`src/rtl/swmt_pkg.sv`:
```
// ----------------------------------------------------------------------------
// swmt_pkg
// Constants, command and status types for the sliding window median block.
// ----------------------------------------------------------------------------
package swmt_pkg;

    localparam int WINDOW_SIZE = 100;
    localparam int CLASS_COUNT = 32;

    localparam int CLS_W     = 5;
    localparam int DATA_W    = 32;
    localparam int TO_W      = 33;
    localparam int CLS_IDX_W = (CLASS_COUNT > 1) ? $clog2(CLASS_COUNT) : 1;
    localparam int CNT_W     = $clog2(WINDOW_SIZE + 1);
    localparam int ADDR_W    = $clog2(CLASS_COUNT * WINDOW_SIZE);
    localparam int MEM_DEPTH = CLASS_COUNT * WINDOW_SIZE;

    localparam int ST_W = 3;
    localparam logic [ST_W-1:0] S_IDLE = 3'd0;
    localparam logic [ST_W-1:0] S_UPD  = 3'd1;
    localparam logic [ST_W-1:0] S_RDI  = 3'd2;
    localparam logic [ST_W-1:0] S_CAP  = 3'd3;
    localparam logic [ST_W-1:0] S_SCAN = 3'd4;
    localparam logic [ST_W-1:0] S_CHK  = 3'd5;
    localparam logic [ST_W-1:0] S_FIN  = 3'd6;

    typedef struct packed {
        logic capture;
        logic update;
        logic rd_cand;
        logic cap_cand;
        logic scan;
        logic next_cand;
        logic set_zero;
        logic finish;
    } t_cmd;

    typedef struct packed {
        logic bad;
        logic scan_done;
        logic found;
        logic last_cand;
        logic out_busy;
    } t_status;

endpackage

```
`src/rtl/swmt_ctrl.sv`:
```
// ----------------------------------------------------------------------------
// swmt_ctrl
// Sequencer: update, then rank test of each candidate against the window.
// ----------------------------------------------------------------------------
module swmt_ctrl
    import swmt_pkg::*;
(
    input  logic    i_clk,
    input  logic    i_rst_n,
    input  logic    i_in_valid,
    output logic    o_in_ready,
    input  t_status i_status,
    output t_cmd    o_cmd
);

    logic [ST_W-1:0] r_state;
    logic [ST_W-1:0] n_state;

    assign o_in_ready = (r_state == S_IDLE);

    always_comb begin
        n_state = r_state;
        o_cmd   = '0;
        unique case (r_state)
            S_IDLE: begin
                if (i_in_valid) begin
                    o_cmd.capture = 1'b1;
                    n_state = S_UPD;
                end
            end
            S_UPD: begin
                if (i_status.bad) begin
                    o_cmd.set_zero = 1'b1;
                    n_state = S_FIN;
                end else begin
                    o_cmd.update = 1'b1;
                    n_state = S_RDI;
                end
            end
            S_RDI: begin
                o_cmd.rd_cand = 1'b1;
                n_state = S_CAP;
            end
            S_CAP: begin
                o_cmd.cap_cand = 1'b1;
                n_state = S_SCAN;
            end
            S_SCAN: begin
                o_cmd.scan = 1'b1;
                if (i_status.scan_done) begin
                    n_state = S_CHK;
                end
            end
            S_CHK: begin
                if (i_status.found) begin
                    n_state = S_FIN;
                end else if (i_status.last_cand) begin
                    o_cmd.set_zero = 1'b1;
                    n_state = S_FIN;
                end else begin
                    o_cmd.next_cand = 1'b1;
                    n_state = S_RDI;
                end
            end
            S_FIN: begin
                if (!i_status.out_busy) begin
                    o_cmd.finish = 1'b1;
                    n_state = S_IDLE;
                end
            end
            default: begin
                n_state = S_IDLE;
            end
        endcase
    end

    always_ff @(posedge i_clk) begin
        if (!i_rst_n) begin
            r_state <= S_IDLE;
        end else begin
            r_state <= n_state;
        end
    end

endmodule

```
`config.mk`:
```
export PLATFORM = sky130hd
export DESIGN_NAME = swmt_ctrl
export DESIGN_NICKNAME = d
export VERILOG_FILES = /design/src/rtl/swmt_pkg.sv /design/src/rtl/swmt_ctrl.sv
export SDC_FILE = /design/constraint.sdc
export NUM_CORES = 1
export LEC_CHECK = 0
export ABC_AREA = 1
export BUFFER_PORTS_ARGS = -buffer_cell sky130_fd_sc_hd__buf_2
export CAP_MARGIN = 5
export CORE_AREA = 8 8 45 47
export DETAILED_ROUTE_END_ITERATION = 16
export DIE_AREA = 0 0 53 55
export PLACE_DENSITY = 0.4
export SLEW_MARGIN = 20
export SYNTH_ARGS = -nofsm -noshare
export SYNTH_HDL_FRONTEND = slang
export SYNTH_SLANG_ARGS = --single-unit
```
`constraint.sdc`:
```
create_clock -name i_clk -period 1.2 [get_ports i_clk]
set_input_delay 0.12 -clock i_clk [delete_from_list [all_inputs] [get_ports i_clk]]
set_output_delay 0.12 -clock i_clk [all_outputs]
set_load 0.01 [all_outputs]
```
=== Yosys cells after proc, flatten, opt, wreduce, memory -nomap -nowiden ===
Cells that the tools add are included.

* Word-level logic and storage cells: 34
* Bits in registers: 3
* Input bits: 8
* Output and inout bits: 9

* Muxes and demuxes: 22
* Reductions and logical operators: 2
* Equality and inequality tests: 9

{| class="wikitable"
|+ Operators with widths
! cell !! number
|-
| 3-bit case mux with 7 select lines || 1
|-
| 3-bit 2-to-1 mux || 6
|-
| 1-bit 2-to-1 mux || 13
|-
| 3-bit equality test (second input constant) || 3
|-
| 3-bit by 2-bit equality test with 1-bit output (second input constant) || 2
|-
| 2-bit != test (second input constant) || 3
|-
| 3-bit by 1-bit equality test with 1-bit output (second input constant) || 1
|-
| 3-bit logical NOT || 1
|-
| 3-bit AND reduction || 1
|-
| 2-bit 2-to-1 mux || 1
|-
| 1-bit case mux with 2 select lines || 1
|}

=== Depth between registers and ports, before layout ===
Gate-level depths: netlist (run 1).

* Depth in word-level cells: 3
* Gate-level depth with buffers: 8
* Depth with buffers taken out: 7

=== Worst setup path after synthesis (run 1) ===
OpenSTA, ideal clock, no wires.

* Kind: reg-to-output
* From: register r_state[0]
* To: output port o_cmd[1] (netlist bit)
* Path slack: 0.119 ns
* Path buffers: 0
* Data arrival time: 0.961 ns
* Stages on the path, launching flop included: 5
* Data required time: 1.080 ns
* Cell sequence: dfxtp_1 -> inv_2 -> nor2_2 -> nand2_1 -> o31ai_1

{| class="wikitable"
|+ RTL lines
! what !! line !! text
|-
| start: declaration || swmt_ctrl.sv:16 || <nowiki>logic [ST_W-1:0] r_state;</nowiki>
|-
| start signal: assignment || swmt_ctrl.sv:81 || <nowiki>r_state <= n_state;</nowiki>
|-
| end: declaration || swmt_ctrl.sv:13 || <nowiki>output t_cmd o_cmd</nowiki>
|}

==> key figures, run 1 <==
Worst setup path
  • Worst EP required: 1.08 ns
  • Worst Setup Path Type: reg2out
  • CP endpoint kind: output port
  • Startpoint class of the critical path: flip-flop
  • CP max FO: 6
  • WP data arrival: 1.14 ns

Synth
  • Post-synthesis cell type count: 16
  • Mapped cell area: 259.0 µm²
  • Yosys top cell area share: 23.19%
  • Synth Instances: 46
  • Mapped Nets: 54
  • Biggest area consumer among synthesized cells: dfxtp_1
  • Total number of yosys warnings: 0
  • Synth top area cells: dfxtp_1, inv_1, nand2_1
  • Syn Area/Cell: 5.630 µm²
  • Register bit total from synthesis: 3
  • Register area share after synthesis: 23.19%

Floorplanning
  • Num ports: 17
  • Row cnt: 14
  • Starting density of the core: 18.72%
  • Die ar.: 2915 µm²
  • Die Span X: 53 µm
  • Core ar.: 1384 µm²
  • DIE HEIGHT: 55 µm

Status
  • Status: finished with violations
  • Failing checks: setup timing

Layout
  • Design Area, Final: 446.7 µm²
  • Area Overhead vs Synth: 72.46%
  • Max FFs per register: 3
  • Most frequent cells in the layout: buf_2, inv_1, nand2_1, nand3_1, buf_4
  • Most common cell after layout, fill and taps aside: buf_2
  • Ant diodes: 0
  • Share of cells above drive strength 1: 56.52%
  • Nets: 78
  • Biggest register: r_state
  • Fillers: 168
  • Largest regs: r_state (3)

Place
  • IO buf count: 16
  • Dpl cell area: 354.1 µm²
  • HPWL after DPL: 632.5 µm
  • Final Wtd Congestion: 0.7188
  • Pre-CTS setup slack: 0.03372 ns

Power and ir drop
  • Internal power: 407.0 µW
  • Clock network fraction of total power: 24.8%
  • Worst VDD drop: 572.4 µV
  • Combinational Power Share: 49.1%
  • Pwr Total: 685.6 µW
  • Switch share: 40.63%
  • Psw: 278.5 µW
  • Pwr dens: 1535 nW/µm²
  • Flop pwr share: 26.0%
  • P_leak: 0.2598 nW

Timing
  • Period utilization: 105.2%
  • Clock Skew: 0.0006870 ns
  • Worst setup margin: -0.06266 ns
  • Final min period: 1.263 ns
  • Peak Freq: 792.0 MHz
  • Slew margin rel.: 87.90%
  • Post-route setup TNS: -0.1203 ns
  • Smallest hold slack: 0.1468 ns
  • RSZ-0062 raised after global routing: yes
  • Final Hold Fails: 0
  • Worst-Margin Slew: 0.1804 ns
  • Fin. max-slew vios: 0
  • Final setup viols: 3

Detailed routing
  • Vias: 335
  • Iteration-0 DRC Markers: 3
  • Pre-antenna DRT Iters: 2
  • WL/cell: 9.365 µm
  • Avg Vias per Cell: 3.941
  • Post-route ant nets: 0
  • WL final: 796 µm
  • DRC errors left: 0

Global route
  • Via count of the first global-routing pass: 357
  • Gr usage total: 6.492%
  • Grt ovf: 0
  • First-pass GRT wire length: 1449 µm
  • Initial antenna violation count: 0
  • Pin count of the biggest net entering global routing: 10

CTS
  • Clock Latency Late Sink: 0.23 ns
  • Quantity of hold-fixing buffers added after cts: 0
  • Clock buffer depth: 2
  • H-tree depth: 1
  • Clock Tree Root: clkbuf_4
  • Clock-pin slew on the worst setup and hold paths: 0.03 ns
  • CTS buffer count: 3
  • CTS tree: built
  • CTS Sinks: 3

Hold path
  • Worst hold path type: in2reg

Flow run
  • Max-cap violations: 0
cells by family (layout without fill, tap and decap cells):
group           count (synthesis)  in the layout  synth area share, %
buf+inv                        15             38                22.22
simple gates                   24             24                43.97
compound gates                  4              4                10.63
flops                           3              3                23.19
power by group through the flow:
stage / Clock (mW) / Sequential, mW / Combinational (mW)
finish: 0.170 / 0.178 / 0.337
global route: 0.201 / 0.184 / 0.391
CTS: 0.182 / 0.174 / 0.320
detailed placement: 0 / 0.170 / 0.271
global placement: 0 / 0.170 / 0.276
floorplan: 0 / 0.146 / 0.201
cell type report:
| class | instances | area (µm²) | area share [%] |
|---|---|---|---|
| Multi-Input combinational cell | 28 | 168.9 | 37.82 |
| Timing Repair Buffer | 20 | 110.1 | 24.65 |
| Sequential cell | 3 | 68.82 | 15.41 |
| Inverter | 14 | 52.55 | 11.76 |
| Clock buffer | 4 | 26.28 | 5.882 |
| Tap cell | 16 | 20.02 | 4.482 |
Yosys cell counts (all sizes together):
library cell and count:
nand3 5, a31oi 1, nand2 8, inv 14, a21oi 2, nor2 7, dfxtp 3, nor3 2
o31ai 1, and3 1, nand4 1, buf 1
metal layers:
metal,track usage (%),part of all wire (%),up-vias
met3,3.476,8.8,0
li1,-,-,185
met1,7.413,45,137
met5,0,0,-
met2,10.55,46,13
met4,1.293,0,0
path summary, 6_finish.rpt:
path                                              start                 endpoint  slack, ns  depth (start not counted)
worst min register to register  r_state[2]$_SDFFE_PN0P_  r_state[1]$_SDFFE_PN0P_       0.60                          3
worst max-delay path            r_state[1]$_SDFFE_PN0P_                 o_cmd[1]      -0.06                          4
worst min-delay path                            i_rst_n  r_state[2]$_SDFFE_PN0P_       0.15                          3
worst max register to register  r_state[0]$_SDFFE_PN0P_  r_state[0]$_SDFFE_PN0P_       0.12                          6
through the flow:
step                      std cells  util [%]
after floorplan                  46         -
after global placement           77     25.59
after detailed placement         77     25.59
after CTS                        84     30.29
after global routing             85     32.28
final                            85     32.28
timing repair:
| action | 4_1_cts | 5_1_grt |
|---|---|---|
| endpoints found under the setup margin | 7 | 8 |
| pin swaps | 2 | 2 |
| buffers inserted | 3 | 1 |
| gates resized for setup | 7 | 5 |
worst max-delay path: stages (launching register included):
cell	delay, ns
dfxtp_4	0.36
nor2_4	0.14
nand2_2	0.07
o31ai_2	0.18
buf_2	0.16
(Power assumes the default switching activity.)
==> run 2: changes to the inputs <==
- clock period: 1.2 -> 1.34 ns (I/O delays scaled with it)
==> run 2 against run 1 <==
  * The flow now finishes without violations
  * Clock power down 8%
  * Wire length down 7.7%
  * Global-route usage down 0.55 points
  * Design area down 10%
  * Die area unchanged
  * Critical path depth up 1
  * Clock skew up 0.00067 ns
  * Combinational power down 21%
  * Sequential share of layout area up 0.48 points
  * Critical endpoint unchanged
  * Largest power group unchanged
==> key figures, run 2 (synthesis gave the netlist of run 1 again) <==
Place
  • HPWL after DPL: 640.7 µm
  • Pre-CTS setup slack: 0.1745 ns
  • Placed Cells: 77
  • IO buf count: 16
  • Dpl cell area: 354.1 µm²
  • Final Wtd Congestion: 0.7100

Detailed routing
  • Pre-antenna DRT Iters: 2
  • Vias: 325
  • DRC errors left: 0
  • Avg Vias per Cell: 3.963
  • WL/cell: 8.963 µm
  • Post-route ant nets: 0
  • Iteration-0 DRC Markers: 2
  • WL final: 735 µm

Timing
  • Final min period: 1.269 ns
  • Clock Skew: 0.001359 ns
  • Period utilization: 94.74%
  • Post-route setup TNS: 0 ns
  • Worst-Margin Slew: 0.1710 ns
  • RSZ-0062 raised after global routing: yes
  • Fin. max-slew vios: 0
  • Peak Freq: 787.7 MHz
  • Slew margin rel.: 88.50%
  • Final setup viols: 0
  • Worst setup margin: 0.07054 ns
  • Final Hold Fails: 0

Floorplanning
  • Die ar.: 2915 µm²
  • Num ports: 17
  • Row cnt: 14
  • Core ar.: 1384 µm²
  • Starting density of the core: 18.72%
  • DIE HEIGHT: 55 µm
  • Die Span X: 53 µm

CTS
  • H-tree depth: 1
  • CTS buffer count: 3
  • Clock-pin slew on the worst setup and hold paths: 0.03 ns
  • Clock Tree Root: clkbuf_4
  • Clock Latency Late Sink: 0.23 ns
  • CTS Sinks: 3
  • Clock buffer depth: 2
  • CTS tree: built

Worst setup path
  • Startpoint class of the critical path: flip-flop
  • CP endpoint kind: output port
  • Largest stage delay on the critical path: 0.32 ns
  • Slowest cell on the critical path: dfxtp_2
  • CP max FO: 4
  • WP data arrival: 1.14 ns
  • Worst Path Buf+Inv: 2
  • Worst EP required: 1.21 ns
  • Worst Setup Path Type: reg2out
  • Worst path cell trace: inv_2, nor2_4, nand2_2, o31ai_1, buf_2
  • Crit-path leading delay family: flip-flops

Layout
  • Fillers: 164
  • Footprint of the multi-input gates: 151.4 µm²
  • End-of-flow core utilization: 29.02%
  • Ant diodes: 0
  • Largest regs: r_state (3)
  • Nets: 75
  • Area Overhead vs Synth: 55.07%
  • Most common cell after layout, fill and taps aside: buf_2
  • Max FFs per register: 3
  • Most frequent cells in the layout: buf_2, inv_1, nand2_1, nand3_1, nor2_1
  • Design Area, Final: 401.6 µm²
  • Seq. cell area: 63.81 µm²
  • Biggest register: r_state
  • Non-Filler Instances: 82
  • Share of cells above drive strength 1: 48.48%

Power and ir drop
  • P_leak: 0.2405 nW
  • Worst VDD drop: 499.4 µV
  • Pwr dens: 1431 nW/µm²

Global route
  • Gr usage total: 5.947%
  • Grt ovf: 0
  • Pin count of the biggest net entering global routing: 10
  • Via count of the first global-routing pass: 322
  • Initial antenna violation count: 0
  • First-pass GRT wire length: 1311 µm

Flow run
  • Max-cap violations: 0

Hold path
  • Worst hold path type: in2reg

Status
  • Status: finished, final reports clean
==> run 2: changes by cell type in the layout (fill, tap and decap cells not counted), sizes merged <==
cell	delta
buf	-3
==> run 2: per-layer routing <==
metal | global-route usage, % | share of wire [%]
met5 | 0 | 0
met1 | 6.657 | 43
met4 | 1.293 | 0
met2 | 8.984 | 43
met3 | 4.278 | 13
==> run 2: final timing paths <==
kind | to | start | slack (ns) | cells after the start
min | r_state[0]$_SDFFE_PN0P_ | i_rst_n | 0.16 | 2
max | o_cmd[1] | r_state[0]$_SDFFE_PN0P_ | 0.07 | 5
max reg2reg | r_state[0]$_SDFFE_PN0P_ | r_state[0]$_SDFFE_PN0P_ | 0.26 | 6
min reg2reg | r_state[1]$_SDFFE_PN0P_ | r_state[0]$_SDFFE_PN0P_ | 0.62 | 3
==> run 2: stage by stage <==
step,power (mW),hold slack [ns]
4_1_cts,0.5811,0.1547
3_5_place_dp,0.3937,0.3936
3_3_place_gp,0.3977,0.4031
2_1_floorplan,0.3114,0.2739
5_1_grt,0.6447,0.1680
6_report,0.5748,0.1599
==> run 2: report_power, final <==
part           internal (mW)  leakage [nW]  switching (mW)  total (mW)
registers              0.116        0.0258          0.0364       0.153
logic                  0.112         0.200           0.154       0.267
clock network          0.111        0.0150          0.0443       0.156
==> run 2: cell type report <==
type,count,share of cell area (%)
timing repair buffer,17,21.81
tap,16,4.984
multi-input combinational,28,37.69
clock buffer,4,6.542
inverter,14,13.08
sequential,3,15.89
==> run 2: repair_timing <==
action | CTS | global route
hold buffers | 0 | 0
hold endpoints to repair | 0 | 0
resized for setup | 3 | 3
pin swaps | 1 | 0
buffers inserted | 1 | 0
setup endpoints to repair | 2 | 2
